===== src/rtl/core/u2c_pkg.sv =====
// Constants and helpers for the UTF-8 to Windows-1251 decoder.
package u2c_pkg;

  localparam int unsigned ByteW = 8;
  localparam int unsigned UsedW = 2;

  typedef logic [ByteW-1:0] byte_t;
  typedef logic [UsedW-1:0] used_t;

  // Lead bytes
  localparam byte_t LEAD_D0 = 8'hD0;
  localparam byte_t LEAD_D1 = 8'hD1;
  localparam byte_t LEAD_C2 = 8'hC2;
  localparam byte_t LEAD_E2 = 8'hE2;

  // Offsets and special codes
  localparam byte_t OFS_D0      = 8'h30;
  localparam byte_t OFS_D1      = 8'h70;
  localparam byte_t CONT_YO_UC  = 8'h81;
  localparam byte_t CONT_YO_LC  = 8'h91;
  localparam byte_t CODE_YO_UC  = 8'hA8;
  localparam byte_t CODE_YO_LC  = 8'hB8;
  localparam byte_t CONT_NUM_A  = 8'h84;
  localparam byte_t CONT_NUM_B  = 8'h96;
  localparam byte_t CODE_NUMERO = 8'hB9;
  localparam byte_t SPACE_CODE  = 8'h20;

  localparam used_t USED_ONE   = 2'd1;
  localparam used_t USED_TWO   = 2'd2;
  localparam used_t USED_THREE = 2'd3;

  // Keep the seven supported Latin-1 symbols, else space.
  function automatic byte_t map_c2(input byte_t b);
    byte_t r;
    case (b)
      8'hB0, 8'hA7, 8'hAB, 8'hBB, 8'hB1, 8'hB6, 8'hB7: r = b;
      default:                                         r = SPACE_CODE;
    endcase
    return r;
  endfunction

endpackage


===== src/rtl/core/utf8_to_cp1251_decoder.sv =====
// UTF-8 byte stream to Windows-1251 character decoder, top level.
//
//  channel | ports                          | direction
//  --------+--------------------------------+----------
//  input   | in_valid, in_stall, in_byte    | in
//  result  | out_valid, out_stall, out_code,| out
//          | out_bytes_used                 |
//
// One byte per clock sustained while the result is not stalled; an accepted byte
// sits in the input register and is decoded into the result register once that
// register is free, so each result is registered behind the input register.
// Lead bytes and the first byte after 0xE2 give no result transaction; the decode
// step holds the sequence state.
// Synchronous active-low reset clears the valid flags and the sequence state.
// A stalled result holds; the input register still takes one byte behind it.
module utf8_to_cp1251_decoder
  import u2c_pkg::*;
(
  input  logic  clk,
  input  logic  rst_n,
  input  logic  in_valid,
  output logic  in_stall,
  input  byte_t in_byte,
  output logic  out_valid,
  input  logic  out_stall,
  output byte_t out_code,
  output used_t out_bytes_used
);

  typedef enum logic [2:0] {
    KIND_IDLE = 3'd0,
    KIND_D0   = 3'd1,
    KIND_D1   = 3'd2,
    KIND_C2   = 3'd3,
    KIND_E2A  = 3'd4,
    KIND_E2B  = 3'd5
  } kind_t;

  logic  in_vld_r;
  byte_t in_byte_r;
  kind_t kind_r, kind_nxt;
  logic  match_r, match_nxt;
  logic  out_vld_r;
  byte_t code_r, code_nxt;
  used_t used_r, used_nxt;
  logic  emit;
  logic  out_free;
  logic  fire;

  assign out_free = !out_vld_r || !out_stall;
  assign fire     = in_vld_r && out_free;
  assign in_stall = in_vld_r && !out_free;

  always_comb begin
    kind_nxt  = KIND_IDLE;
    match_nxt = 1'b0;
    emit      = 1'b1;
    code_nxt  = SPACE_CODE;
    used_nxt  = USED_TWO;
    unique case (kind_r)
      KIND_D0: begin
        if (in_byte_r >= 8'h90 && in_byte_r <= 8'hBF) begin
          code_nxt = in_byte_r + OFS_D0;
        end else if (in_byte_r == CONT_YO_UC) begin
          code_nxt = CODE_YO_UC;
        end
      end
      KIND_D1: begin
        if (in_byte_r >= 8'h80 && in_byte_r <= 8'h8F) begin
          code_nxt = in_byte_r + OFS_D1;
        end else if (in_byte_r == CONT_YO_LC) begin
          code_nxt = CODE_YO_LC;
        end
      end
      KIND_C2: begin
        code_nxt = map_c2(in_byte_r);
      end
      KIND_E2A: begin
        emit      = 1'b0;
        kind_nxt  = KIND_E2B;
        match_nxt = (in_byte_r == CONT_NUM_A);
      end
      KIND_E2B: begin
        used_nxt = USED_THREE;
        if (match_r && in_byte_r == CONT_NUM_B) begin
          code_nxt = CODE_NUMERO;
        end
      end
      default: begin
        used_nxt = USED_ONE;
        if (!in_byte_r[7]) begin
          code_nxt = in_byte_r;
        end else begin
          case (in_byte_r)
            LEAD_D0: begin emit = 1'b0; kind_nxt = KIND_D0;  end
            LEAD_D1: begin emit = 1'b0; kind_nxt = KIND_D1;  end
            LEAD_C2: begin emit = 1'b0; kind_nxt = KIND_C2;  end
            LEAD_E2: begin emit = 1'b0; kind_nxt = KIND_E2A; end
            default: code_nxt = SPACE_CODE;
          endcase
        end
      end
    endcase
  end

  always_ff @(posedge clk) begin
    if (!rst_n) begin
      in_vld_r  <= 1'b0;
      out_vld_r <= 1'b0;
      kind_r    <= KIND_IDLE;
      match_r   <= 1'b0;
    end else begin
      // Input register: load on an accepted transaction, drain when decoded.
      if (in_valid && !in_stall) begin
        in_vld_r <= 1'b1;
      end else if (fire) begin
        in_vld_r <= 1'b0;
      end
      if (fire) begin
        kind_r    <= kind_nxt;
        match_r   <= match_nxt;
        out_vld_r <= emit;
      end else if (out_free) begin
        out_vld_r <= 1'b0;
      end
    end
    if (in_valid && !in_stall) begin
      in_byte_r <= in_byte;
    end
    if (fire && emit) begin
      code_r <= code_nxt;
      used_r <= used_nxt;
    end
  end

  assign out_valid      = out_vld_r;
  assign out_code       = code_r;
  assign out_bytes_used = used_r;

endmodule


===== config.mk =====
export PLATFORM = sky130hd
export DESIGN_NAME = utf8_to_cp1251_decoder
export DESIGN_NICKNAME = d
export VERILOG_FILES = /design/src/rtl/core/u2c_pkg.sv /design/src/rtl/core/utf8_to_cp1251_decoder.sv
export SDC_FILE = /design/constraint.sdc
export NUM_CORES = 1
export LEC_CHECK = 0
export BUFFER_PORTS_ARGS = -buffer_cell sky130_fd_sc_hd__buf_2
export CORE_MARGIN = 2
export CORE_UTILIZATION = 58
export CTS_BUF_LIST = sky130_fd_sc_hd__clkbuf_2 sky130_fd_sc_hd__clkbuf_4 sky130_fd_sc_hd__clkbuf_8
export CTS_CLUSTER_SIZE = 10
export DETAILED_ROUTE_END_ITERATION = 8
export PLACE_DENSITY_LB_ADDON = 0.08
export SYNTH_ARGS = -nofsm -noshare
export SYNTH_HDL_FRONTEND = slang
export SYNTH_SLANG_ARGS = --single-unit

===== constraint.sdc =====
create_clock -name clk -period 2.9 [get_ports clk]
set_clock_uncertainty 0.15 [all_clocks]
set_input_delay 0.145 -clock clk [delete_from_list [all_inputs] [get_ports clk]]
set_output_delay 0.145 -clock clk [all_outputs]
set_load 0.1 [all_outputs]

==> metrics.txt <==
status=completed; sequential area share after synthesis=approximately 43%; CTS Buf Count=3; die width=roughly 55 um; synthesized area per cell=between 10 and 15 um^2; FF+latch count, synth=24; Final min period=about 2.6 ns; Internal=roughly 0.57 mW; die area=between 3000 and 4000 um^2; ANT cells=0; Worst VDD drop=0.000396 V; Worst Path Buf+Inv=2; Combinational Power Share=a little under a fifth; Finish-stage setup viols=0; Final Non-Filler Cells=approximately 210; RSZ-0062 raised after global routing=no; port bufs=23; number of cell rows=18; vias in the first global route=1,253; Post-Synthesis Cells=151; initial antenna violation count=0; Least-Margin Pin Slew=around 0.8 ns; area of the multi-input gates=785 um^2; largest net degree at the start of global routing=15; Max Used Layer=met4; wl on met1=1360 um; clock share of power=30.5%; DRT antenna net count=0; FF-to-FF setup slack=between 0.3 and 0.4 ns; CP top delay family=buffers and inverters; via count=1,329; Yosys Warn Count=0; FF-to-FF path depth=6; Final Instance Area=about 1800 um^2; RePlAce Congestion=between 0.9 and 1; top cells by area, synth=edfxtp_1, dfxtp_1, ha_1; post-place instance area=approximately 1600 um^2; CTS resizes=0; Reg clk slew, reported paths=about 0.14 ns; # placed instances=approximately 200; GR Overflow Total=0; fillcell total=176; Final Hold Vio Count=0; TNS Setup=0 ns; CP Depth=6; Post-Route WL=roughly 3300 um; clk_lat worst skew=0.32 ns; Post-synth ARST share=0%; met2 wire len=1630 um; CTS tree=yes; critical path launch point=in_byte_r[4]; Final #Nets=203; Worst Hold Class=reg2reg; utilization after layout=between 70% and 80%; worst setup path class=reg2reg; switching share of power=approximately 28%; Psw=0.223 mW; clk sinks=24; first-pass GRT wire length=5620 um; Max clock buf depth=2; Die Ht=55.3 um; max incr delay on CP=~0.56 ns; Core ar.=between 2000 and 2500 um^2; Syn Nets=approximately 170; FF-to-FF End=out_valid; post-synth top area share=around 35%; cells along the critical path=inv_1, ha_1, nor4b_1, o32a_1, o21ai_0, dlygate4sd3_1; Max Cap Violations=0; pwr dens=around 440 nW/um^2; Critical Path Start Type=flop; Final period util=89.0%; Flop pwr share=between 50% and 60%; EDFF count, synth=18; worst endpoint required time=2.98 ns; RR Startpoint=in_byte_r[4]; DR iter-0 viols=50; critical-path maximum fanout=5; Reg area=661 um^2; synthesized cell area=1530 um^2; Setup Fix Bufs, Post-CTS=0; post-synth cell types=55; f_max=a little under 0.4 GHz; Routed wire per std cell=between 15 and 20 um; Detailed Place HPWL=approximately 2300 um; layout cells sized above 1=just over 20%; crit path DAT=approximately 2.7 ns; drt via density=between 6 and 7; Synth area leader=edfxtp_1; total track usage=a little under a quarter; # DRC=0; CP endpoint=out_valid; CP Capture Type=flop; met3 WL post-DR=~210 um; fin. max-slew vios=0; number of H-tree levels=1; Lkg Pwr=between 0.6 and 0.7 nW; Syn-to-layout area delta=18.7%; Starting Density=between 60% and 70%; Max-Slew Margin vs Limit=46.5%; IO Pins=24; Clock Root Buffer=clkbuf_4; Main synth FF type=edfxtp_1; Slowest-stage cell, CP=dlygate4sd3_1; Min Hold Slack=around 0.32 ns; Initial DRT Pass Iterations=5
==> layout by cell type, fill, tap and decap left out, types with 3 or more instances in the layout <==
| cell type | n |
|---|---|
| clkbuf_4 | 3 |
| inv_1 | 7 |
| edfxtp_1 | 18 |
| and2_1 | 4 |
| buf_2 | 23 |
| nand2b_1 | 4 |
| dfxtp_1 | 6 |
| nor2_1 | 10 |
| o21ai_1 | 3 |
| o21ai_0 | 3 |
| nor3_1 | 8 |
| dlygate4sd3_1 | 13 |
| a21oi_1 | 8 |
| nand2_1 | 9 |
| or3_1 | 3 |
| nand3_1 | 5 |
| ha_1 | 6 |
| nor2b_1 | 4 |
==> routing by layer <==
metal / vias up / global-route usage (%)
met5: - / 0
met4: 0 / 10.8
met3: 13 / 3.04
li1: 638 / -
met2: 71 / 40.0
met1: 607 / 27.3
==> synthesized netlist by cell type (2+ instances only) <==
library cell  instances
nor3_1                8
dfxtp_1               6
a21oi_1               8
nand2_1               9
o32ai_1               2
edfxtp_1             18
buf_6                 3
and2_1                4
o31ai_1               2
nor3b_1               2
nor2b_1               4
nand2b_1              4
o21ai_1               3
or3_1                 3
ha_1                  6
buf_2                 4
and3b_1               2
nor2_1               10
o32a_1                2
inv_1                 7
nor4b_1               2
o21ai_0               3
a221oi_1              2
nand3_1               5
a21boi_1              2
==> cell type report <==
cell class	instances	share of cell area, %
Timing Repair Buffer	37	13.9
Clock buffer	3	1.24
Clock inverter	1	1.66
Multi-Input combinational cell	112	43.2
Sequential cell	24	36.4
Inverter	7	1.45
Tap cell	30	2.07
==> power by group through the flow <==
| stage | combinational (mW) | clock [mW] | sequential [mW] |
|---|---|---|---|
| 2_1_floorplan | 0.0523 | 0 | 0.460 |
| 3_3_place_gp | 0.135 | 0 | 0.410 |
| 3_5_place_dp | 0.134 | 0 | 0.411 |
| 4_1_cts | 0.148 | 0.248 | 0.403 |
| 5_1_grt | 0.159 | 0.260 | 0.406 |
| 6_report | 0.150 | 0.243 | 0.403 |
==> through the flow <==
step | worst slack [ns] | total power, mW
floorplan | 0.180 | 0.512
global placement | 0.531 | 0.545
detailed placement | 0.410 | 0.544
CTS | 0.381 | 0.798
global route | 0.172 | 0.825
finish | 0.319 | 0.796
==> worst min-delay path: stages (launching register included) <==
cell	delay [ns]
dfxtp_1	0.34
nand2_1	0.05
a21boi_1	0.05
==> state kept, by name, indices dropped and copies added (netlist names) <==
register,count
out_bytes_used,2
out_valid,1
in_vld_r,1
out_code,8
kind_r,3
in_byte_r,8
match_r,1
==> how the worst min path moves through the flow <==
stage / slack [ns] / cells after the start / end / startpoint
2_1_floorplan: 0.09 / 0 / in_byte_r[0] / in_byte[0]
3_3_place_gp: 0.17 / 1 / in_byte_r[2] / in_byte[2]
3_5_place_dp: 0.17 / 1 / in_byte_r[6] / in_byte[6]
4_1_cts: 0.32 / 2 / match_r / match_r
5_1_grt: 0.34 / 2 / match_r / match_r
6_report: 0.32 / 2 / match_r / match_r
==> repair_timing <==
item	CTS	global route
hold endpoints to repair	14	0
hold buffers	13	0
endpoints found under the setup margin	0	0
==> kinds of logic after synthesis <==
group | count (synthesis) | synth area share [%]
xor gates and xnor gates | 2 | 1.15
adders and majority gates | 6 | 4.91
buffers and inverters | 15 | 5.48
DFF | 24 | 43.2
and+or+nand+nor | 65 | 25.0
AOI/OAI and AO/OA | 39 | 20.2
(Power assumes the default switching activity.)
